### config.mk
export PLATFORM = sky130hd
export DESIGN_NAME = lrba_ctrl
export DESIGN_NICKNAME = d
export VERILOG_FILES = /design/src/rtl/lrba_pkg.sv /design/src/rtl/lrba_ctrl.sv
export SDC_FILE = /design/constraint.sdc
export NUM_CORES = 1
export LEC_CHECK = 0
export ABC_AREA = 1
export BUFFER_PORTS_ARGS = -buffer_cell sky130_fd_sc_hd__buf_4
export CAP_MARGIN = 10
export CORE_AREA = 2 2 39 41
export DETAILED_ROUTE_END_ITERATION = 16
export DIE_AREA = 0 0 41 43
export GPL_ROUTABILITY_DRIVEN = 0
export PLACE_DENSITY_LB_ADDON = 0.12
export SLEW_MARGIN = 20
export SYNTH_ARGS = -nofsm -noshare
export SYNTH_HDL_FRONTEND = slang
export SYNTH_SLANG_ARGS = --single-unit
### constraint.sdc
create_clock -name clk -period 1.73 [get_ports clk]
set_input_delay 0.346 -clock clk [delete_from_list [all_inputs] [get_ports clk]]
set_output_delay 0.346 -clock clk [all_outputs]
set_load 0.02 [all_outputs]
### src/rtl/lrba_pkg.sv
// Shared constants, types and ring helpers for the LED ring breathing animator.
`default_nettype none
package lrba_pkg;

    // Ring geometry and animation constants
    localparam int LED_COUNT   = 18;
    localparam int SPREAD      = 4;
    localparam int HALF_RING   = LED_COUNT / 2;
    localparam int IDX_W       = $clog2(LED_COUNT);
    localparam int K_W         = $clog2(SPREAD + 1);
    localparam int LEVEL_W     = 8;
    localparam int INDEX_W     = 5;
    localparam int LEVEL_STEP  = 3;
    localparam int ORIGIN_STEP = 2;
    localparam int LIMIT_RESET = 150;

    typedef logic [IDX_W-1:0]   idx_t;
    typedef logic [IDX_W:0]     idx_sum_t;
    typedef logic [K_W-1:0]     k_t;
    typedef logic [LEVEL_W-1:0] level_t;
    typedef logic [LEVEL_W:0]   level_sum_t;
    typedef logic [INDEX_W-1:0] index_t;

    // Offsets reduced around the ring at elaboration
    localparam idx_t SP_POS   = idx_t'(SPREAD % LED_COUNT);
    localparam idx_t SP_NEG   = idx_t'((LED_COUNT - (SPREAD % LED_COUNT)) % LED_COUNT);
    localparam idx_t HALF_OFS = idx_t'(HALF_RING % LED_COUNT);
    localparam idx_t ORG_OFS  = idx_t'(ORIGIN_STEP % LED_COUNT);
    localparam idx_t IDX_LAST = idx_t'(LED_COUNT - 1);

    // Register map (word index)
    typedef logic [0:0] reg_idx_t;
    localparam reg_idx_t REG_LIMIT_LEVEL = 1'b0;

    // Seed write slots
    typedef enum logic [1:0] {
        SEED_POS      = 2'd0,
        SEED_POS_OPP  = 2'd1,
        SEED_NEG      = 2'd2,
        SEED_NEG_OPP  = 2'd3
    } seed_slot_t;

    // Controller to datapath commands
    typedef struct packed {
        logic start;
        logic update;
        logic probe;
        logic step;
        logic seed;
        logic emit;
        logic finish;
    } cmd_t;

    // Datapath to controller status
    typedef struct packed {
        logic idx_last;
        logic k_last;
        logic match;
        logic seed_last;
        logic out_free;
    } status_t;

    // a + b around the ring, both below LED_COUNT
    function automatic idx_t ring_add(input idx_t a, input idx_t b);
        idx_sum_t s;
        s = {1'b0, a} + {1'b0, b};
        if (s >= idx_sum_t'(LED_COUNT))
        begin
            s = s - idx_sum_t'(LED_COUNT);
        end
        return idx_t'(s);
    endfunction

    function automatic idx_t ring_inc(input idx_t a);
        return (a == IDX_LAST) ? '0 : a + idx_t'(1);
    endfunction

    function automatic idx_t ring_dec(input idx_t a);
        return (a == '0) ? IDX_LAST : a - idx_t'(1);
    endfunction

endpackage
`default_nettype wire

### src/rtl/lrba_ctrl.sv
// Frame sequencer: update sweep, seed search, seed writes, output sweep.
`default_nettype none
module lrba_ctrl (
    input  logic              clk,
    input  logic              rst_n,
    input  logic              in_valid,
    input  logic              tick,
    output logic              in_stall,
    input  lrba_pkg::status_t status,
    output lrba_pkg::cmd_t    cmd
);

    typedef enum logic [4:0] {
        ST_IDLE   = 5'b00001,
        ST_UPDATE = 5'b00010,
        ST_SEARCH = 5'b00100,
        ST_SEED   = 5'b01000,
        ST_EMIT   = 5'b10000
    } state_t;

    state_t state_reg;
    state_t state_next;

    // Only take a request between frames
    assign in_stall = (state_reg != ST_IDLE);

    // Next state and commands
    always_comb
    begin
        state_next = state_reg;
        cmd        = '0;
        case (state_reg)
            ST_IDLE:
            begin
                if (in_valid && tick)
                begin
                    cmd.start  = 1'b1;
                    state_next = ST_UPDATE;
                end
            end
            ST_UPDATE:
            begin
                cmd.update = 1'b1;
                if (status.idx_last)
                begin
                    state_next = ST_SEARCH;
                end
            end
            ST_SEARCH:
            begin
                cmd.probe = 1'b1;
                if (status.match)
                begin
                    state_next = ST_SEED;
                end
                else if (status.k_last)
                begin
                    state_next = ST_EMIT;
                end
                else
                begin
                    cmd.step = 1'b1;
                end
            end
            ST_SEED:
            begin
                cmd.seed = 1'b1;
                if (status.seed_last)
                begin
                    state_next = ST_EMIT;
                end
            end
            ST_EMIT:
            begin
                if (status.out_free)
                begin
                    cmd.emit = 1'b1;
                    if (status.idx_last)
                    begin
                        cmd.finish = 1'b1;
                        state_next = ST_IDLE;
                    end
                end
            end
            default:
            begin
                state_next = ST_IDLE;
            end
        endcase
    end

    always_ff @(posedge clk or negedge rst_n)
    begin
        if (!rst_n)
        begin
            state_reg <= ST_IDLE;
        end
        else
        begin
            state_reg <= state_next;
        end
    end

    a_update_exit: assert property (@(posedge clk) disable iff (!rst_n)
        state_reg == ST_UPDATE |=> state_reg == ST_UPDATE || state_reg == ST_SEARCH)
        else $error("update sweep left to an unexpected state");

    a_seed_exit: assert property (@(posedge clk) disable iff (!rst_n)
        state_reg == ST_SEED |=> state_reg == ST_SEED || state_reg == ST_EMIT)
        else $error("seed writes left to an unexpected state");

endmodule
`default_nettype wire

==> results by group, run 1 <==
Clock network
  – Clk sinks: 5
  – CTS buffer count: 3
  – Longest Clk Path Bufs: 2
  – CTS clk-pin slew, worst paths: 0.04 ns
  – CTS tree: yes
  – Worst-Skew Late Latency: 0.24 ns
  – CTS H-tree lvls: 1
  – Clock Tree Root: clkbuf_4

Worst setup path
  – R2r setup slk: 0.42 ns
  – Worst Path Arrival: 1.32 ns
  – Critical path endpoint category: output pin
  – WS Path Type: register to output pin
  – Max incr delay on CP: 0.56 ns
  – Critical path cell sequence: inv_1 -> nor2_2 -> nand3_2 -> nor2_1 -> buf_4
  – Data required, critical path: 1.38 ns
  – Startpoint Class: register
  – Slowest CP cell: dfstp_2
  – Worst Path Max Fanout: 3

Cells and area
  – Layout cell share with drive strength beyond 1: 39.0%
  – Nets@finish: 92
  – Max FFs per register: 5
  – Design Area, Final: 591 µm²
  – Final Util: 42.7%
  – Non-Filler Instances: 98
  – Layout area overhead: 49.8%
  – # diodes: 0

Power and ir drop
  – Switching share of total power: 45.4%
  – Psw: 398 µW
  – Reg power frac: 24.7%
  – Max VDD drop: 0.000425 V
  – P_int: 478 µW
  – Combinational power share: 59.8%
  – Power density cells: 1480 nW/µm²
  – Leakage power: 0.357 nW
  – Part of the power in the clock network: 15.5%

Placed design
  – Detailed placement HPWL: 749 µm
  – Area after DPL: 527 µm²
  – Placed Cells: 91
  – Port Buf Inserts: 16

Timing
  – Measured slew at the worst slew-check pin: 0.177 ns
  – RSZ-0062 raised after global routing: true
  – Worst hold slack: 0.335 ns
  – Minimum clock period: 1.67 ns
  – Max Slew Vio Count: 0
  – Endpoints failing setup: 0
  – Final Skew: 0.000885 ns
  – Max_slew headroom: 88.2%
  – Final hold vios: 0
  – Max Fclk: 0.600 GHz
  – Tcrit/Tclk final: 96.4%
  – Setup TNS: 0 ns

Detailed routing
  – Initial DRC count: 10
  – DR WL/cell: 9.43 µm
  – Via count: 431
  – Initial DRT Pass Iterations: 4
  – Routed Wire Length: 924 µm
  – Antenna-violating nets left: 0
  – Remaining DRCs: 0
  – Vias/cell: 4.40

Floorplanning
  – # rows: 14
  – Io pins: 17
  – Die Span X: 41 µm
  – Initial Util: 28.5%
  – Die Ht: 43 µm
  – Die Area: 1760 µm²
  – Core Area: 1380 µm²

Yosys
  – Post-synthesis cell count: 60
  – Syn. warnings: 0
  – Synth cell types: 14
  – Ys async rst share: 100%
  – Area leader, netlist: dfrtp_1
  – Post-Syn Nets: 69
  – Top-area cell type share of the netlist area: 25.4%
  – Synth Register Bits: 5
  – Most frequent cells after synthesis: inv_1 (11), nand2_1 (11), nand3_1 (8), nor2_1 (8), nand4_1 (5)
  – Primary FF master, synth: dfrtp_1
  – Netlist Area Pre-Place: 394 µm²
  – Avg Inst Size Synth: 6.57 µm²
  – Largest cells by area after synthesis: dfrtp_1 (25%), inv_1 (10%), nand2_1 (10%), nand3_1 (10%), nor2_4 (8.6%)
  – Post-synth EDFFs: 0
  – Register area share after synthesis: 32.1%

GRT
  – Initial antenna violation count: 0
  – Overflow after GRT: 0
  – Pin count of the biggest net entering global routing: 9
  – First-pass GRT wire length: 1590 µm
  – All-Layer GR Usage: 13.8%
  – Vias in the first global route: 393

Flow run
  – Maxcap violations: 0

Outcome
  – Status: complete, no violations

Hold path
  – Min-delay worst type: input port to register
-- per-stage QoR --
stage | setup slack [ns] | total power, mW
finish | 0.0630 | 0.876
global route | -0.0123 | 0.958
CTS | 0.00932 | 0.844
detailed placement | 0.263 | 0.675
global placement | 0.299 | 0.680
floorplan | 0.0922 | 0.553
-- layout make-up --
class / count / area (µm²)
inverters: 13 / 48.8
clock buffers: 4 / 26.3
multi-input cells: 41 / 224
flip-flops and latches: 5 / 126
repair buffers: 19 / 145
well taps: 16 / 20.0
fillers: 150 / 793
-- placed cells by master, fill, tap and decap left out, types with 2 or more instances in the layout --
cell type,synthesis,layout
inv_2,2,2
nand4_1,5,5
nor2_4,3,3
nor2_1,8,7
nand3_1,8,6
o21ai_1,2,2
nand3_2,0,2
nand2_2,2,2
buf_4,1,18
nand2_1,11,11
clkbuf_4,0,3
inv_1,11,11
dfrtp_1,4,4
-- critical path: cells and delay by family (launching register included) --
kind          cells  cell delay, ns
buf+inv           2            0.20
flops             1            0.56
simple gates      3            0.32
-- kinds of logic after synthesis --
logic type	synth area share, %
buffers and inverters	14.3
AO/OA/AOI/OAI	2.54
flip-flops	32.1
AND/OR/NAND/NOR	51.1
-- path summary, 6_finish.rpt --
path / end / cells after the start / start
worst max register to register: state_reg[1] / 7 / state_reg[0]
worst min register to register: state_reg[4] / 2 / state_reg[4]
min in group asynchronous: state_reg[4] / 2 / rst_n
worst min-delay path: state_reg[3] / 3 / status[2]
worst max-delay path: cmd[6] / 5 / state_reg[0]
max in group asynchronous: state_reg[0] / 2 / rst_n
-- per-layer routing --
metal / track usage, % / part of all wire, % / vias up
met3: 1.57 / 3.0 / 3
met2: 19.7 / 48 / 12
met5: 0 / 0 / -
li1: - / - / 234
met4: 12.0 / 2.7 / 0
met1: 17.3 / 47 / 182
-- power by group through the flow --
stage,Combinational (mW),Sequential (mW),Clock (mW)
floorplan,0.344,0.209,0
detailed placement,0.459,0.216,0
CTS,0.487,0.214,0.143
global route,0.579,0.223,0.156
finish,0.524,0.217,0.136
global placement,0.464,0.215,0
-- timing repair --
action	in CTS	in global routing
endpoints found under the setup margin	1	2
resized for setup	0	3
hold buffers	1	0
pin swaps	0	1
hold endpoints to repair	4	0
setup buffers	1	1
Note: power is estimated with default switching activity, not from simulation.
==> inputs of run 2 (changes only) <==
==> constraint.sdc (replaced) <==
create_clock -name clk -period 1.73 [get_ports clk]
set_input_delay 0 -clock clk [delete_from_list [all_inputs] [get_ports clk]]
set_output_delay 0 -clock clk [all_outputs]
set_load 0.02 [all_outputs]
==> run 2 against run 1 <==
  * Maximum frequency is 17% higher
  * Sequential power is 2% lower
  * Setup slack better by 0.24 ns
  * Cell count is 1.0% lower
  * Via count is 0.23% higher
  * Sequential cell count stayed put
  * Critical path type unchanged
  * Utilization is 1.3 points lower
  * Critical path depth stayed put
  * Non-clock buffer count is 1 lower
  * Largest power group unchanged
==> results by group, run 2 (synthesis gave the netlist of run 1 again) <==
Detailed routing
  – Via count: 432 (+0.23%)
  – Initial DRC count: 8 (-2)
  – Routed Wire Length: 899 µm (-2.7%)
  – Remaining DRCs: 0 (unchanged)
  – DR WL/cell: 9.27 µm (-1.7%)
  – Antenna-violating nets left: 0 (unchanged)
  – Initial DRT Pass Iterations: 4 (unchanged)
  – Vias/cell: 4.45 (+1.3%)

Placed design
  – Placed Cells: 91 (unchanged)
  – Port Buf Inserts: 16 (unchanged)
  – Detailed placement HPWL: 749 µm (unchanged)

Floorplanning
  – Die Span X: 41 µm (unchanged)
  – Die Ht: 43 µm (unchanged)
  – # rows: 14 (unchanged)
  – Io pins: 17 (unchanged)
  – Core Area: 1380 µm² (unchanged)
  – Initial Util: 28.5% (unchanged)
  – Die Area: 1760 µm² (unchanged)

Timing
  – Max Fclk: 0.701 GHz (+17%)
  – Tcrit/Tclk final: 82.5% (-14 points)
  – Measured slew at the worst slew-check pin: 0.177 ns (-0.0000732 ns)
  – Final hold vios: 0 (unchanged)
  – Setup TNS: 0 ns (unchanged)
  – Final Skew: 0.00167 ns (+0.000783 ns)
  – Max_slew headroom: 88.2% (about the same)
  – RSZ-0062 raised after global routing: false
  – Max Slew Vio Count: 0 (unchanged)
  – Minimum clock period: 1.43 ns (-0.240 ns)
  – Endpoints failing setup: 0 (unchanged)

GRT
  – Vias in the first global route: 370 (-5.9%)
  – Initial antenna violation count: 0 (unchanged)
  – All-Layer GR Usage: 13.8% (-0.014 points)
  – First-pass GRT wire length: 1550 µm (-3.0%)
  – Overflow after GRT: 0 (unchanged)
  – Pin count of the biggest net entering global routing: 9 (unchanged)

Cells and area
  – Layout cell share with drive strength beyond 1: 33.3% (-5.7 points)
  – Nets@finish: 91 (-1.1%)
  – Max FFs per register: 5 (unchanged)
  – Final Util: 41.4% (-1.3 points)
  – Non-Filler Instances: 97 (-1.0%)
  – Layout area overhead: 45.4%
  – # diodes: 0 (unchanged)
  – Most common cell after layout, fill and taps aside: buf_4
  – Layout filler cell count: 153 (+2.0%)
  – Commonest non-fill, non-tap cells in the layout: buf_4 (16), inv_1 (11), nand2_1 (11), nor2_1 (8), nand3_1 (8)

Clock network
  – Buffer count from post-CTS setup fixing: 0 (-1)
  – CTS buffer count: 3 (unchanged)
  – Longest Clk Path Bufs: 2 (unchanged)
  – Clock Tree Root: clkbuf_4
  – Clk sinks: 5 (unchanged)
  – CTS H-tree lvls: 1 (unchanged)
  – CTS tree: yes
  – CTS clk-pin slew, worst paths: 0.04 ns (about the same)
  – Worst-Skew Late Latency: 0.24 ns (about the same)

Hold path
  – Min-delay src: status[1]
  – Min-delay worst type: input port to register

Outcome
  – Status: complete, no violations

Worst setup path
  – Data required, critical path: 1.73 ns (+0.35 ns)
  – Worst Path Arrival: 1.43 ns (+0.11 ns)
  – FF-to-FF Start: state_reg[0]
  – Critical path endpoint category: output pin
  – WS Path Type: register to output pin
  – CP startpoint: state_reg[0]
  – R2r setup slk: 0.43 ns (about the same)
  – Worst Path Max Fanout: 4 (+1)
  – Startpoint Class: register

Flow run
  – Maxcap violations: 0 (unchanged)

Power and ir drop
  – Power density cells: 1420 nW/µm² (-4.1%)
  – Total power: 815 µW (-7.0%)
  – Leakage power: 0.350 nW (-2.1%)
  – Max VDD drop: 0.000495 V (+16%)
==> run 2: changes by cell type in the layout (fill, tap and decap cells not counted) <==
cell	delta
dlygate4sd3_1	+1
nor2_2	-1
nand3_2	-2
nor2_1	+1
nand3_1	+2
buf_4	-2
==> run 2: layer usage <==
metal  GRT usage [%]  up-vias  share of wire (%)
li1                -      233                  -
met1            19.9      180                 45
met2            16.3       17                 47
met3            1.57        2                4.8
met4            14.0        0                2.1
met5               0        -                  0
==> run 2: timing repair <==
item                       CTS  global route
hold buffers                 2             0
hold endpoints to repair     6             0
setup endpoints to repair    0             0
gates resized for setup      0             0
==> run 2: worst paths after layout <==
| path | endpoint | cells past startpoint |
|---|---|---|
| worst min register to register | state_reg[4] | 2 |
| min in group asynchronous | state_reg[1] | 2 |
| worst min-delay path | state_reg[3] | 4 |
| worst max register to register | state_reg[0] | 7 |
| worst max-delay path | cmd[6] | 5 |
| max in group asynchronous | state_reg[0] | 2 |
==> run 2: worst max-delay path, cell delays in order (launching register included) <==
cell     delay [ns]
dfstp_2        0.55
inv_1          0.05
nor2_1         0.15
nand3_1        0.17
nor2_1         0.12
buf_4          0.15
==> run 2: area by class of cell <==
| cell class | instances | area, µm² | share of cell area, % |
|---|---|---|---|
| Clock buffer | 4 | 26.3 | 4.59 |
| Multi-Input combinational cell | 41 | 211 | 36.9 |
| Timing Repair Buffer | 18 | 140 | 24.5 |
| Inverter | 13 | 48.8 | 8.52 |
| Sequential cell | 5 | 126 | 22.1 |
| Tap cell | 16 | 20.0 | 3.49 |
==> run 2: power breakdown <==
part	leakage, nW	internal, mW	total, mW	switching, mW
registers	0.0647	0.167	0.212	0.0450
clock network	0.0150	0.0871	0.134	0.0466
logic	0.270	0.182	0.469	0.288
==> run 2: per-stage QoR <==
step                      setup WS, ns  cell area (µm²)  hold WS (ns)
final                            0.303              573        0.0577
after global routing             0.203              573        0.0633
after CTS                        0.299              573        0.0529
after detailed placement         0.440              527        -0.195
after global placement           0.426              527        -0.193
after floorplan                  0.438              394        -0.296
