$ cat config.mk
export PLATFORM = sky130hd
export DESIGN_NAME = lrba_dp
export DESIGN_NICKNAME = d
export VERILOG_FILES = /design/src/rtl/lrba_pkg.sv /design/src/rtl/lrba_dp.sv
export SDC_FILE = /design/constraint.sdc
export NUM_CORES = 1
export LEC_CHECK = 0
export BUFFER_PORTS_ARGS = -buffer_cell sky130_fd_sc_hd__buf_4
export CORE_UTILIZATION = 63
export CTS_BUF_LIST = sky130_fd_sc_hd__clkbuf_16
export DETAILED_ROUTE_END_ITERATION = 8
export PLACE_DENSITY_LB_ADDON = 0.2
export SLEW_MARGIN = 25
export SYNTH_ARGS = -nofsm -noshare
export SYNTH_HDL_FRONTEND = slang
export SYNTH_SLANG_ARGS = --single-unit
$ cat constraint.sdc
create_clock -name clk -period 7.4 [get_ports clk]
set_input_delay 1.48 -clock clk [delete_from_list [all_inputs] [get_ports clk]]
set_output_delay 1.48 -clock clk [all_outputs]
set_load 0.03 [all_outputs]
$ cat src/rtl/lrba_pkg.sv
// Shared constants, types and ring helpers for the LED ring breathing animator.
`default_nettype none
package lrba_pkg;

    // Ring geometry and animation constants
    localparam int LED_COUNT   = 18;
    localparam int SPREAD      = 4;
    localparam int HALF_RING   = LED_COUNT / 2;
    localparam int IDX_W       = $clog2(LED_COUNT);
    localparam int K_W         = $clog2(SPREAD + 1);
    localparam int LEVEL_W     = 8;
    localparam int INDEX_W     = 5;
    localparam int LEVEL_STEP  = 3;
    localparam int ORIGIN_STEP = 2;
    localparam int LIMIT_RESET = 150;

    typedef logic [IDX_W-1:0]   idx_t;
    typedef logic [IDX_W:0]     idx_sum_t;
    typedef logic [K_W-1:0]     k_t;
    typedef logic [LEVEL_W-1:0] level_t;
    typedef logic [LEVEL_W:0]   level_sum_t;
    typedef logic [INDEX_W-1:0] index_t;

    // Offsets reduced around the ring at elaboration
    localparam idx_t SP_POS   = idx_t'(SPREAD % LED_COUNT);
    localparam idx_t SP_NEG   = idx_t'((LED_COUNT - (SPREAD % LED_COUNT)) % LED_COUNT);
    localparam idx_t HALF_OFS = idx_t'(HALF_RING % LED_COUNT);
    localparam idx_t ORG_OFS  = idx_t'(ORIGIN_STEP % LED_COUNT);
    localparam idx_t IDX_LAST = idx_t'(LED_COUNT - 1);

    // Register map (word index)
    typedef logic [0:0] reg_idx_t;
    localparam reg_idx_t REG_LIMIT_LEVEL = 1'b0;

    // Seed write slots
    typedef enum logic [1:0] {
        SEED_POS      = 2'd0,
        SEED_POS_OPP  = 2'd1,
        SEED_NEG      = 2'd2,
        SEED_NEG_OPP  = 2'd3
    } seed_slot_t;

    // Controller to datapath commands
    typedef struct packed {
        logic start;
        logic update;
        logic probe;
        logic step;
        logic seed;
        logic emit;
        logic finish;
    } cmd_t;

    // Datapath to controller status
    typedef struct packed {
        logic idx_last;
        logic k_last;
        logic match;
        logic seed_last;
        logic out_free;
    } status_t;

    // a + b around the ring, both below LED_COUNT
    function automatic idx_t ring_add(input idx_t a, input idx_t b);
        idx_sum_t s;
        s = {1'b0, a} + {1'b0, b};
        if (s >= idx_sum_t'(LED_COUNT))
        begin
            s = s - idx_sum_t'(LED_COUNT);
        end
        return idx_t'(s);
    endfunction

    function automatic idx_t ring_inc(input idx_t a);
        return (a == IDX_LAST) ? '0 : a + idx_t'(1);
    endfunction

    function automatic idx_t ring_dec(input idx_t a);
        return (a == '0) ? IDX_LAST : a - idx_t'(1);
    endfunction

endpackage
`default_nettype wire

$ cat src/rtl/lrba_dp.sv
// Level store, ring pointers, phase state and output register.
`default_nettype none
module lrba_dp (
    input  logic                     clk,
    input  logic                     rst_n,
    input  lrba_pkg::cmd_t           cmd,
    output lrba_pkg::status_t        status,
    input  lrba_pkg::level_t         limit_level,
    input  logic                     out_stall,
    output logic                     out_valid,
    output lrba_pkg::index_t         led_index,
    output lrba_pkg::level_t         green_level,
    output logic                     last
);

    lrba_pkg::level_t levels_reg [lrba_pkg::LED_COUNT];
    logic             rising_reg;
    lrba_pkg::idx_t   origin_reg;
    lrba_pkg::idx_t   idx_reg;
    lrba_pkg::k_t     k_reg;
    logic [1:0]       seed_cnt_reg;
    lrba_pkg::idx_t   pos_reg;
    lrba_pkg::idx_t   neg_reg;
    logic             notdone_reg;

    logic             out_valid_reg;
    lrba_pkg::index_t led_index_reg;
    lrba_pkg::level_t green_level_reg;
    logic             last_reg;

    lrba_pkg::idx_t       rd_addr;
    lrba_pkg::level_t     rd_data;
    lrba_pkg::level_t     upd_level;
    lrba_pkg::level_sum_t climb;
    lrba_pkg::level_t     seed_val;
    lrba_pkg::idx_t       seed_addr;
    logic                 lvl_short;
    logic                 frame_done;
    logic                 idx_last;
    logic                 out_free;

    // Single read port: search probes at pos, sweeps at idx
    assign rd_addr  = cmd.probe ? pos_reg : idx_reg;
    assign rd_data  = levels_reg[rd_addr];
    assign idx_last = (idx_reg == lrba_pkg::IDX_LAST);
    assign out_free = !out_valid_reg || !out_stall;

    // Per-LED breathing step
    always_comb
    begin
        climb = {1'b0, rd_data} + lrba_pkg::level_sum_t'(lrba_pkg::LEVEL_STEP);
        if (rising_reg)
        begin
            if (rd_data == '0)
            begin
                upd_level = '0;
            end
            else if (rd_data < limit_level)
            begin
                upd_level = climb[lrba_pkg::LEVEL_W] ? '1 : climb[lrba_pkg::LEVEL_W-1:0];
            end
            else
            begin
                upd_level = limit_level;
            end
        end
        else
        begin
            if (rd_data >= limit_level)
            begin
                upd_level = limit_level;
            end
            else if (rd_data > lrba_pkg::level_t'(lrba_pkg::LEVEL_STEP))
            begin
                upd_level = rd_data - lrba_pkg::level_t'(lrba_pkg::LEVEL_STEP);
            end
            else
            begin
                upd_level = '0;
            end
        end
    end

    // Seed value and the four seed targets
    always_comb
    begin
        if (rising_reg)
        begin
            seed_val = lrba_pkg::level_t'(lrba_pkg::LEVEL_STEP);
        end
        else if (limit_level >= lrba_pkg::level_t'(lrba_pkg::LEVEL_STEP))
        begin
            seed_val = limit_level - lrba_pkg::level_t'(lrba_pkg::LEVEL_STEP);
        end
        else
        begin
            seed_val = '0;
        end
        case (lrba_pkg::seed_slot_t'(seed_cnt_reg))
            lrba_pkg::SEED_POS:     seed_addr = pos_reg;
            lrba_pkg::SEED_POS_OPP: seed_addr = lrba_pkg::ring_add(pos_reg, lrba_pkg::HALF_OFS);
            lrba_pkg::SEED_NEG:     seed_addr = neg_reg;
            lrba_pkg::SEED_NEG_OPP: seed_addr = lrba_pkg::ring_add(neg_reg, lrba_pkg::HALF_OFS);
            default:                seed_addr = pos_reg;
        endcase
    end

    // Phase-end test per LED, folded over the output sweep
    assign lvl_short  = rising_reg ? (rd_data < limit_level) : (rd_data != '0);
    assign frame_done = !(notdone_reg || lvl_short);

    // Status to controller
    always_comb
    begin
        status.idx_last  = idx_last;
        status.k_last    = (k_reg == lrba_pkg::k_t'(lrba_pkg::SPREAD));
        status.match     = rising_reg ? (rd_data == '0) : (rd_data == limit_level);
        status.seed_last = (lrba_pkg::seed_slot_t'(seed_cnt_reg) == lrba_pkg::SEED_NEG_OPP);
        status.out_free  = out_free;
    end

    // Level store
    always_ff @(posedge clk or negedge rst_n)
    begin
        if (!rst_n)
        begin
            for (int i = 0; i < lrba_pkg::LED_COUNT; i++)
            begin
                levels_reg[i] <= '0;
            end
        end
        else if (cmd.update)
        begin
            levels_reg[idx_reg] <= upd_level;
        end
        else if (cmd.seed)
        begin
            levels_reg[seed_addr] <= seed_val;
        end
    end

    // Counters, search pointers, phase and origin
    always_ff @(posedge clk or negedge rst_n)
    begin
        if (!rst_n)
        begin
            rising_reg   <= 1'b1;
            origin_reg   <= '0;
            idx_reg      <= '0;
            k_reg        <= '0;
            seed_cnt_reg <= '0;
            pos_reg      <= '0;
            neg_reg      <= '0;
            notdone_reg  <= 1'b0;
        end
        else
        begin
            if (cmd.start)
            begin
                idx_reg      <= '0;
                k_reg        <= '0;
                seed_cnt_reg <= '0;
                notdone_reg  <= 1'b0;
                if (rising_reg)
                begin
                    pos_reg <= origin_reg;
                    neg_reg <= origin_reg;
                end
                else
                begin
                    pos_reg <= lrba_pkg::ring_add(origin_reg, lrba_pkg::SP_POS);
                    neg_reg <= lrba_pkg::ring_add(origin_reg, lrba_pkg::SP_NEG);
                end
            end
            if (cmd.update || cmd.emit)
            begin
                idx_reg <= idx_last ? '0 : idx_reg + lrba_pkg::idx_t'(1);
            end
            if (cmd.step)
            begin
                k_reg <= k_reg + lrba_pkg::k_t'(1);
                if (rising_reg)
                begin
                    pos_reg <= lrba_pkg::ring_inc(pos_reg);
                    neg_reg <= lrba_pkg::ring_dec(neg_reg);
                end
                else
                begin
                    pos_reg <= lrba_pkg::ring_dec(pos_reg);
                    neg_reg <= lrba_pkg::ring_inc(neg_reg);
                end
            end
            if (cmd.seed)
            begin
                seed_cnt_reg <= seed_cnt_reg + 2'd1;
            end
            if (cmd.emit)
            begin
                notdone_reg <= notdone_reg || lvl_short;
            end
            // Phase flip once the whole ring has reached its target
            if (cmd.finish && frame_done)
            begin
                rising_reg <= !rising_reg;
                if (!rising_reg)
                begin
                    origin_reg <= lrba_pkg::ring_add(origin_reg, lrba_pkg::ORG_OFS);
                end
            end
        end
    end

    // Output register
    always_ff @(posedge clk or negedge rst_n)
    begin
        if (!rst_n)
        begin
            out_valid_reg <= 1'b0;
        end
        else if (cmd.emit)
        begin
            out_valid_reg <= 1'b1;
        end
        else if (!out_stall)
        begin
            out_valid_reg <= 1'b0;
        end
    end

    always_ff @(posedge clk)
    begin
        if (cmd.emit)
        begin
            led_index_reg   <= lrba_pkg::index_t'(idx_reg);
            green_level_reg <= rd_data;
            last_reg        <= idx_last;
        end
    end

    assign out_valid   = out_valid_reg;
    assign led_index   = led_index_reg;
    assign green_level = green_level_reg;
    assign last        = last_reg;

    a_origin_range: assert property (@(posedge clk) disable iff (!rst_n)
        origin_reg <= lrba_pkg::IDX_LAST)
        else $error("origin left the ring");

    a_finish_on_last: assert property (@(posedge clk) disable iff (!rst_n)
        cmd.finish |-> cmd.emit && idx_last)
        else $error("frame finished before the last LED was sent");

endmodule
`default_nettype wire

==> results.md, run 1 <==
- Leakage dissipation: 5.51 nW
- Number of pins exceeding their max-slew limit in the final report: 0
- Arrival time of data at the critical path endpoint: 6.80 ns
- Worst Path Required: 7.68 ns
- Slowest cell on the critical path: o32a_1
- Synthesized Nets: 1451
- Amount of wire on met2 after detailed routing: 17300 um
- Port-buffer cells: 37
- Critical path buffers and inverters: 2
- Sw frac: 54.9%
- Detailed-route wire length on metal 1: 16200 um
- Final count of negative-setup-slack endpoints: 0
- Max-cap violation count: 0
- Vias in the first global route: 11001
- Standard-cell row count: 50
- Share of flip-flops with an asynchronous set or reset: 92.4%
- Inserted Clock Buffers: 17
- Total I/O pin count: 38
- Number of buffers added to fix hold violations after cts: 0
- Leading post-synthesis cells by instance count: nand2_1, dfrtp_1, o221ai_1
- Kind of critical path: in2reg
- Warnings, synthesis: 0
- Number of buffers added for setup after CTS: 0
- CTS Root Cell: clkbuf_16
- Clock network fraction of design power: 12.4%
- Share of synthesized area occupied by flip-flops and latches: 37.9%
- Family with the most delay on the worst path: compound AO/OA/AOI/OAI gates
- Post-synthesis cell type count: 104
- Net switching power: 4.01 mW
- Chip height: 142 um
- Drc violations: 0
- RSZ-0062 raised after global routing: false
- Routed met3 length: 5210 um
- Worst clock skew: 0.0138 ns
- Synth area leader: dfrtp_1
- TritonCTS clock tree: yes
- Highest metal layer with signal wires: met4
- Pin count of the biggest net entering global routing: 109
- Vias per cell: 7.20
- Peak per-stage delay on the critical path: 0.89 ns
- Tightest Hold Check Type: reg2reg
- FMAX: 153 MHz
- Initial antenna violation count: 0
- Final-layout setup total negative slack: 0 ns
- Initial standard-cell utilization of the core: 65.2%
- Area share of the largest cell type after synthesis: 34.3%
- Ant. Diodes: 0
- Area added between synthesis and finish: 6.26%
- Overall via count from detail_route: 11772
- Number of instances in the synthesized netlist: 1392
- Number of endpoints with negative hold slack in the final report: 0
- Most instantiated library cell after synthesis: nand2_1
- GRT Util Overall: 41.7%
- Primary FF master, synth: dfrtp_1
- Leftover overflow at the end of global routing: 0
- # H-tree levels: 4
- Syn_area_per_cell: 8.90 um2
- Proportion of layout cells with a drive suffix above 1: 10.4%
- CTS Sinks: 185
- Buffer levels on the longest clock path: 2
- Startpoint type of the worst setup path: input pin
- Transition time at the pin with the least slew margin: 1.17 ns
- Final critical-path share of the clock period: 88.1%
- Slew headroom: 21.7%
- Netlist Area Pre-Place: 12400 um2
- Skew-Pair Late Insertion Delay: 0.46 ns
- Horizontal extent of the die: 142 um
- Area of the die: 20200 um2
- Synthesis-stage register bit count: 185
- Total iterations of the first detailed-routing run: 6
- Initial DRC Count: 1889
- CTS-repair resized insts: 0
- Run status: complete, no violations
- Maximum fanout along the worst path: 39
- Fraction of power consumed by combinational cells: 61.5%
- Final RePlAce weighted congestion: 1.06
- Minimum period implied by the final worst setup slack: 6.52 ns
- Global-route wire length before repair: 63400 um
- Remaining antenna violation count after routing: 0
- Std-Cell Core Area: 19000 um2
- Post-place instance area: 12600 um2
- Crit path capture type: register
- Final design area excluding fillers: 13200 um2
- EDFF count, synth: 14
- Design internal power: 3.29 mW
- Total power divided by cell area: 555 nW/um2
- Cells taking the most area after synthesis: dfrtp_1, o221ai_1, nand2_1
- Register clock-pin slew on the reported worst setup and hold paths: 0.08 ns
- IR Drop Worst-Case VDD: 0.617 mV
- Routed wire length: 40700 um
- Cells along the critical path: buf_4 -> mux2_4 -> buf_4 -> mux2i_1 -> a222oi_1 -> a211o_1 -> ha_1 -> nor2b_1 -> o21a_1 -> o21a_1 -> o211ai_1 -> a21oi_1 -> or3b_2 -> nand2_1 -> o31a_1 -> o32a_1 -> o221ai_1
- Number of nets at the end of the flow: 1420
- Reg power frac: 26.1%
- Routed WL per cell: 24.9 um
- Number of flip-flops in the largest register: 144
- Detail Placement HPWL: 28000 um
-- cell type report --
class	count	area, um2
inverters	43	161
flip-flops and latches	185	4700
fillers	1536	5850
repair buffers	53	417
multi-input cells	1061	6990
clock buffers	17	425
clock inverters	15	145
well taps	260	325
-- logic make-up (layout without fill, tap and decap cells) --
family	after synthesis	in the layout	synth area share [%]
AO/OA/AOI/OAI	446	446	28.2
flip-flops	185	185	37.9
buffers and inverters	146	128	5.77
multiplexers	43	43	3.89
adder cells (fa/ha/maj)	41	41	4.14
XOR/XNOR	28	28	1.98
AND/OR/NAND/NOR	503	503	18.1
-- worst paths after layout --
check	from	to	slack (ns)	cells after the start
max	cmd[4]	levels_reg[99]$_DFFE_PN0P_	0.88	17
max in group asynchronous	rst_n	levels_reg[137]$_DFFE_PN0P_	4.93	2
min	levels_reg[117]$_DFFE_PN0P_	levels_reg[117]$_DFFE_PN0P_	0.50	2
min in group asynchronous	rst_n	neg_reg[0]$_DFFE_PN0P_	1.09	1
min reg2reg	levels_reg[117]$_DFFE_PN0P_	levels_reg[117]$_DFFE_PN0P_	0.50	2
max reg2reg	pos_reg[0]$_DFFE_PN0P_	levels_reg[99]$_DFFE_PN0P_	1.31	16
-- per-layer routing --
layer  vias to the layer above  global-route usage, %
met3                       173                   11.5
met1                      5609                   56.7
met4                         0                   20.8
li1                       5149                      -
met2                       841                   60.8
met5                         -                      0
-- power by group through the flow --
stage	registers [mW]	clock network, mW	logic, mW
after global routing	1.94	0.942	4.72
final	1.90	0.907	4.50
after floorplan	1.68	0	3.24
after detailed placement	1.88	0	4.29
after global placement	1.89	0	4.21
after CTS	1.87	0.904	4.31
-- worst register-to-register path, stage by stage (launching register included) --
cell,delay [ns]
dfrtp_1,0.84
mux2_4,0.70
buf_4,0.34
mux2i_1,0.26
a222oi_1,0.11
a211o_1,0.50
ha_1,0.36
nor2b_1,0.13
o21a_1,0.16
o21a_1,0.16
o211ai_1,0.15
a21oi_1,0.14
or3b_2,0.63
nand2_1,0.13
o31a_1,0.13
o32a_1,0.89
o221ai_1,0.28
-- metrics by stage --
step	worst slack [ns]	power, mW	cells	hold slack, ns	utilization, %
after detailed placement	0.600	6.17	1602	0.476	66.2
after CTS	1.07	7.08	1634	0.493	69.2
after global routing	0.647	7.60	1634	0.512	69.2
final	0.880	7.31	1634	0.495	69.2
after global placement	0.701	6.10	1602	0.468	66.2
after floorplan	1.61	4.92	1392	0.420	-
-- cell usage in the layout, fill, tap and decap left out, types with 9 or more instances in the layout --
cell type  instances
nor2b_1            9
a31oi_1           20
inv_1             40
dfrtp_1          170
a21oi_1           50
nand2_1          266
o21ai_0           74
o221ai_1         124
edfxtp_1          14
xnor2_1           26
buf_4             51
and2_1            11
nor3_1            12
o31ai_1           11
ha_1              41
and3_1            14
a21boi_1          12
mux2i_1           32
clkbuf_16         17
nor2_1            91
o221ai_2          11
nand3_1           47
o211ai_1          18
nand2b_1          13
a32oi_1           10
No activity file was read; power rests on OpenSTA's default activity.
==> run 2, diff against run 1 <==
==> constraint.sdc (replaced) <==
create_clock -name clk -period 8.3 [get_ports clk]
set_input_delay 1.66 -clock clk [delete_from_list [all_inputs] [get_ports clk]]
set_output_delay 1.66 -clock clk [all_outputs]
set_load 0.03 [all_outputs]
==> run 2 against run 1 <==
  * The flow now finishes with violations (design-rule violations)
  * Clock skew up 0.00065 ns
  * Setup slack better by 0.56 ns
  * Cell area up 0.11%
  * Utilization up 0.079 points
  * Cell count unchanged
  * Wire length up 1.5%
  * Flip-flop and latch count unchanged
  * Sequential share of layout area about the same
  * Count of clock-buffer cells in the layout unchanged
  * Highest routed layer unchanged
  * Critical path depth down 6
  * First-iteration DRC count down 5.6%
  * Die area unchanged
==> results.md, run 2 (synthesis gave the netlist of run 1 again) <==
- Run status: finished with violations
- Failing checks: design-rule violations
- Buffer levels on the longest clock path: 2 (unchanged)
- Highest-count cells in the layout ignoring fill and taps: nand2_1, dfrtp_1, o221ai_1
- Area of the die: 20200 um2 (unchanged)
- CTS-repair resized insts: 0 (unchanged)
- Final RePlAce weighted congestion: 1.06 (+0.29%)
- Cells along the critical path: buf_4 -> nor3b_1 -> or2_1 -> a221oi_1 -> a32oi_2 -> nand2_1 -> ha_1 -> nand4_1 -> or2_2 -> o21ai_0 -> buf_4
- Final-layout setup total negative slack: 0 ns (unchanged)
- CTS Root Cell: clkbuf_16
- Worst clock skew: 0.0145 ns (+0.000653 ns)
- Vias in the first global route: 10891 (-1.0%)
- Global-route wire length before repair: 63800 um (+0.60%)
- FMAX: 146 MHz
- Standard-cell row count: 50 (unchanged)
- Initial DRC Count: 1783 (-5.6%)
- Slew headroom: 20.0% (-1.7 points)
- Skew-Pair Late Insertion Delay: 0.45 ns (about the same)
- FILL cells: 1543 (+0.46%)
- Path depth of the worst reg2reg path: 16 (unchanged)
- Final critical-path share of the clock period: 82.6%
- # H-tree levels: 4 (unchanged)
- Most frequent cell on the critical path: buf_4
- Port-buffer cells: 37 (unchanged)
- GRT Util Overall: 42.0% (+0.34 points)
- Family with the most delay on the worst path: simple AND/OR/NAND/NOR gates
- Std-Cell Core Area: 19000 um2 (unchanged)
- Initial standard-cell utilization of the core: 65.2% (unchanged)
- RSZ-0062 raised after global routing: false
- Routed wire length: 41300 um (+1.5%)
- Tightest Hold Check Type: reg2reg
- Pin count of the biggest net entering global routing: 100 (-8.3%)
- Inserted Clock Buffers: 17 (unchanged)
- Horizontal extent of the die: 142 um (unchanged)
- Logic depth of the worst setup path including buffers: 11 (-6)
- Proportion of layout cells with a drive suffix above 1: 10.3% (-0.073 points)
- TritonCTS clock tree: yes
- Number of pins exceeding their max-slew limit in the final report: 0 (unchanged)
- Number of nets at the end of the flow: 1420 (unchanged)
- Leftover overflow at the end of global routing: 0 (unchanged)
- Number of flip-flops in the largest register: 144 (unchanged)
- Final count of negative-setup-slack endpoints: 0 (unchanged)
- CTS Sinks: 185 (unchanged)
- Initial antenna violation count: 0 (unchanged)
- Register clock-pin slew on the reported worst setup and hold paths: 0.07 ns (about the same)
- Overall via count from detail_route: 11910 (+1.2%)
- Crit path capture type: output port
- Startpoint type of the worst setup path: input pin
- Ant. Diodes: 0 (unchanged)
- Max-cap violation count: 0 (unchanged)
- Remaining antenna violation count after routing: 0 (unchanged)
- Routed WL per cell: 25.3 um (+1.5%)
- Peak per-stage delay on the critical path: 0.61 ns (-0.28 ns)
- Worst Path Required: 6.64 ns (-1.04 ns)
- Vias per cell: 7.29 (+1.2%)
- Arrival time of data at the critical path endpoint: 5.20 ns (-1.60 ns)
- Kind of critical path: in2out
- Number of buffers added for setup after CTS: 0 (unchanged)
- Drc violations: 5 (+5)
- Transition time at the pin with the least slew margin: 1.20 ns (+0.0248 ns)
- Minimum period implied by the final worst setup slack: 6.86 ns
- Area added between synthesis and finish: 6.38%
- Maximum fanout along the worst path: 33 (-15%)
- Critical path buffers and inverters: 2 (unchanged)
- Number of endpoints with negative hold slack in the final report: 0 (unchanged)
- Number of buffers added to fix hold violations after cts: 0 (unchanged)
- Chip height: 142 um (unchanged)
- Worst hold path stage count: 2 (unchanged)
- Commonest non-fill, non-tap cell in the layout: nand2_1
- Total iterations of the first detailed-routing run: 9 (+3)
- Detail Placement HPWL: 27900 um (-0.21%)
- Total I/O pin count: 38 (unchanged)
- Slowest cell on the critical path: or2_1
run 2: changes by cell type in the layout (fill, tap and decap cells not counted), moves of 2 or more:
cell / before / now
inv_8: 1 / 5
nand3_2: 1 / 3
nand3_1: 47 / 45
clkinv_8: 3 / 1
bufinv_16: 0 / 2
clkinv_4: 4 / 1
run 2: path summary, 6_finish.rpt:
check / from / endpoint / slack, ns
setup / recovery: cmd[4] / status[2] / 1.44
hold / removal: levels_reg[24]$_DFFE_PN0P_ / levels_reg[24]$_DFFE_PN0P_ / 0.49
setup reg to reg: pos_reg[0]$_DFFE_PN0P_ / levels_reg[118]$_DFFE_PN0P_ / 1.96
hold reg to reg: levels_reg[24]$_DFFE_PN0P_ / levels_reg[24]$_DFFE_PN0P_ / 0.49
max in group asynchronous: rst_n / levels_reg[124]$_DFFE_PN0P_ / 5.46
min in group asynchronous: rst_n / k_reg[0]$_DFFE_PN0P_ / 1.28
run 2: area by class of cell:
cell class / count / area, um2 / share of cell area [%]
clock buffer: 17 / 425 / 3.23
sequential: 185 / 4700 / 35.7
inverter: 43 / 161 / 1.22
timing repair buffer: 53 / 402 / 3.05
clock inverter: 15 / 181 / 1.38
tap: 260 / 325 / 2.47
multi-input combinational: 1061 / 6990 / 53.0
run 2: routing by layer:
metal  vias to the layer above  global-route usage, %  share of wire [%]
met4                         0                   20.5                5.8
li1                       5154                      -                  -
met2                       895                   61.4                 42
met1                      5660                   57.8                 39
met5                         -                      0                  0
met3                       201                   10.9                 13
run 2: tightest hold or removal path: stages, from the launching register on:
cell      delay, ns
dfrtp_1        0.35
nand2_1        0.05
o221ai_1       0.06
run 2: stage by stage:
stage          std cells  hold slack [ns]  cell area, um2  utilization, %  setup WS [ns]
2_1_floorplan       1392            0.420           12400               -           2.15
3_3_place_gp        1602            0.465           12600            66.1           1.38
3_5_place_dp        1602            0.474           12600            66.1           1.24
4_1_cts             1634            0.491           13200            69.3           1.55
5_1_grt             1634            0.509           13200            69.3           1.32
6_report            1634            0.494           13200            69.3           1.44
Power of run 2 is left out: the tool's default activity adds up to more than one toggle a clock period on the data nets, which glitch-free logic cannot reach.
==> run 3, diff against run 2 <==
--- a/config.mk
+++ b/config.mk
@@ -5,6 +5,7 @@
 export SDC_FILE = /design/constraint.sdc
 export NUM_CORES = 1
 export LEC_CHECK = 0
+export ABC_AREA = 1
 export BUFFER_PORTS_ARGS = -buffer_cell sky130_fd_sc_hd__buf_4
 export CORE_UTILIZATION = 63
 export CTS_BUF_LIST = sky130_fd_sc_hd__clkbuf_16
==> constraint.sdc (replaced) <==
create_clock -name clk -period 7.2 [get_ports clk]
set_input_delay 1.44 -clock clk [delete_from_list [all_inputs] [get_ports clk]]
set_output_delay 1.44 -clock clk [all_outputs]
set_load 0.03 [all_outputs]
==> run 3 against run 2 <==
  * The flow now finishes without violations
  * Die area is 4.3% higher
  * Flip-flop and latch count is the same
  * Cell area is 4.9% higher
  * First-iteration DRC count increased by 13%
  * Non-clock buffer count stayed put
  * Cell count rose by 33%
==> results.md, run 3 <==
- Number of flip-flops in the largest register: 144 (unchanged)
- Area share of the largest cell type after synthesis: 32.9% (-1.4 points)
- Syn_area_per_cell: 6.88 um2 (-23%)
- # H-tree levels: 4 (unchanged)
- Total I/O pin count: 38 (unchanged)
- Leading post-synthesis cells by instance count: nand2_1, nand3_1, dfrtp_1
- Cells along the critical path: buf_4 -> inv_2 -> nand2_4 -> nand2_4 -> nand2_1 -> nand3_1 -> nand3_1 -> nand2_1 -> nand2_1 -> nand3_1 -> nand2_1 -> inv_1 -> ha_1 -> inv_1 -> nor4_1 -> nor2_1 -> nor2_1 -> buf_4
- Peak per-stage delay on the critical path: 0.53 ns (-0.08 ns)
- Standard-cell row count: 52 (+4.0%)
- Area added between synthesis and finish: 7.02%
- Warnings, synthesis: 0 (unchanged)
- Slowest cell on the critical path: nand2_4
- Share of synthesized area occupied by flip-flops and latches: 36.4% (-1.6 points)
- Initial DRC Count: 2018 (+13%)
- Vias per cell: 6.30 (-14%)
- Std-Cell Core Area: 20200 um2 (+6.1%)
- Number of nets at the end of the flow: 1946 (+37%)
- RSZ-0062 raised after global routing: false
- Chip height: 145 um (+2.1%)
- Horizontal extent of the die: 145 um (+2.1%)
- Remaining antenna violation count after routing: 0 (unchanged)
- Register clock-pin slew on the reported worst setup and hold paths: 0.07 ns (about the same)
- Final count of negative-setup-slack endpoints: 0 (unchanged)
- Detail Placement HPWL: 28800 um (+3.2%)
- Minimum period implied by the final worst setup slack: 6.39 ns
- Startpoint type of the worst setup path: input pin
- Number of endpoints with negative hold slack in the final report: 0 (unchanged)
- Arrival time of data at the critical path endpoint: 4.95 ns (-0.25 ns)
- Area of the die: 21100 um2 (+4.3%)
- GRT Util Overall: 41.8% (-0.17 points)
- Worst Path Required: 5.76 ns (-0.88 ns)
- Number of pins exceeding their max-slew limit in the final report: 0 (unchanged)
- Share of flip-flops with an asynchronous set or reset: 92.4% (unchanged)
- Global-route wire length before repair: 68800 um (+7.9%)
- Initial standard-cell utilization of the core: 64.1% (-1.1 points)
- Post-synthesis cell type count: 54 (-48%)
- Initial antenna violation count: 0 (unchanged)
- Netlist Area Pre-Place: 12900 um2 (+4.3%)
- Finished Layout Cells: 2170 (+33%)
- Tightest Hold Check Type: reg2reg
- Transition time at the pin with the least slew margin: 0.981 ns (-0.214 ns)
- Kind of critical path: in2out
- Crit path capture type: output port
- Total iterations of the first detailed-routing run: 7 (-2)
- Max-cap violation count: 0 (unchanged)
- Number of instances in the synthesized netlist: 1880 (+35%)
- FMAX: 157 MHz
- TritonCTS clock tree: yes
- Worst clock skew: 0.00994 ns (-0.00451 ns)
- Synth area leader: dfrtp_1
- Most instantiated library cell after synthesis: nand2_1
- Final RePlAce weighted congestion: 1.04 (-2.3%)
- Overall via count from detail_route: 13663 (+15%)
- Maximum fanout along the worst path: 69 (+110%)
- Most frequent cell on the critical path: nand2_1
- Proportion of layout cells with a drive suffix above 1: 9.42% (-0.91 points)
- Synthesis-stage register bit count: 185 (unchanged)
- Cells taking the most area after synthesis: dfrtp_1, nand2_1, nand3_1
- Placed Cells: 2138 (+33%)
- Primary FF master, synth: dfrtp_1
- Final-layout setup total negative slack: 0 ns (unchanged)
- Leftover overflow at the end of global routing: 0 (unchanged)
- Pin count of the biggest net entering global routing: 103 (+3.0%)
- CTS Root Cell: clkbuf_16
- Synthesized Nets: 1939 (+34%)
- CTS-repair resized insts: 0 (unchanged)
- Run status: complete, no violations
- Number of buffers added to fix hold violations after cts: 0 (unchanged)
- Buffer levels on the longest clock path: 2 (unchanged)
- Number of buffers added for setup after CTS: 0 (unchanged)
- Commonest non-fill, non-tap cell in the layout: nand2_1
- Slew headroom: 34.4% (+14 points)
- EDFF count, synth: 14 (unchanged)
- CTS Sinks: 185 (unchanged)
- Drc violations: 0 (-5)
- Routed wire length: 43000 um (+3.9%)
- Vias in the first global route: 12845 (+18%)
- Total power divided by cell area: 504 nW/um2
- Final critical-path share of the clock period: 88.7%
- Ant. Diodes: 0 (unchanged)
- Port-buffer cells: 37 (unchanged)
- Highest-count cells in the layout ignoring fill and taps: nand2_1, nand3_1, dfrtp_1
- Inserted Clock Buffers: 17 (unchanged)
- IR Drop Worst-Case VDD: 0.435 mV
- Routed WL per cell: 19.8 um (-22%)
- Skew-Pair Late Insertion Delay: 0.45 ns (about the same)
- Leakage dissipation: 6.58 nW
## run 3: changes by cell type after synthesis, moves of 32 or more
cell      before  now
nand2_1      266  599
nand3_1       47  347
o221ai_1     124    0
inv_1         39  129
nor2_1        91  140
o21ai_0       74  116
clkbuf_1      57   19
nand2_2        0   34
mux2i_1       32    0
## run 3: layout make-up
cell class,instances,area (um2)
clock buffers,17,425
clock inverters,15,143
fillers,1765,6330
inverters,150,563
multi-input cells,1480,7260
flip-flops and latches,185,4700
well taps,270,338
repair buffers,53,404
## run 3: worst paths after layout
path | start | end | slack [ns] | cells after the start
min reg2reg | levels_reg[57]$_DFFE_PN0P_ | levels_reg[57]$_DFFE_PN0P_ | 0.51 | 2
min | levels_reg[57]$_DFFE_PN0P_ | levels_reg[57]$_DFFE_PN0P_ | 0.51 | 2
min in group asynchronous | rst_n | out_valid$_DFFE_PN0P_ | 1.08 | 1
max in group asynchronous | rst_n | levels_reg[35]$_DFFE_PN0P_ | 4.65 | 2
max | cmd[4] | status[2] | 0.81 | 18
max reg2reg | pos_reg[0]$_DFFE_PN0P_ | levels_reg[69]$_DFFE_PN0P_ | 1.75 | 26
## run 3: report_power, final
part	switching, mW	internal (mW)
sequential	0.368	1.51
combinational	3.05	1.10
clock	0.462	0.486
## run 3: per-layer routing
layer  up-vias  GRT usage [%]  share of wire [%]
met5         -              0                  0
met4         0           21.4                5.6
met3       219           10.6                 13
met2       966           62.9                 44
met1      6294           55.9                 37
li1       6184              -                  -
## run 3: metrics by stage
step	hold slack [ns]	total power, mW	cell area (um2)	util [%]	setup WS (ns)
2_1_floorplan	0.420	4.64	12900	-	2.05
3_3_place_gp	0.480	5.71	13300	65.7	1.11
3_5_place_dp	0.485	5.80	13300	65.7	0.963
4_1_cts	0.503	6.75	13800	68.6	1.01
5_1_grt	0.526	7.36	13800	68.6	0.644
6_report	0.507	6.98	13800	68.6	0.813
## run 3: worst max-delay path: cells and delay by family
| kind | cells | cell delay, ns |
|---|---|---|
| AND/OR/NAND/NOR | 12 | 2.58 |
| buffers and inverters | 5 | 0.60 |
| adder cells (fa/ha/maj) | 1 | 0.29 |
## run 3: kinds of logic (layout without fill, tap and decap cells)
family	Yosys count	in the layout	share of synthesized area [%]
AND/OR/NAND/NOR	1175	1175	40.0
AO/OA/AOI/OAI	236	236	10.1
buffers and inverters	215	235	7.55
flip-flops	185	185	36.4
adder cells (fa/ha/maj)	41	41	3.97
XOR/XNOR	28	28	2.01
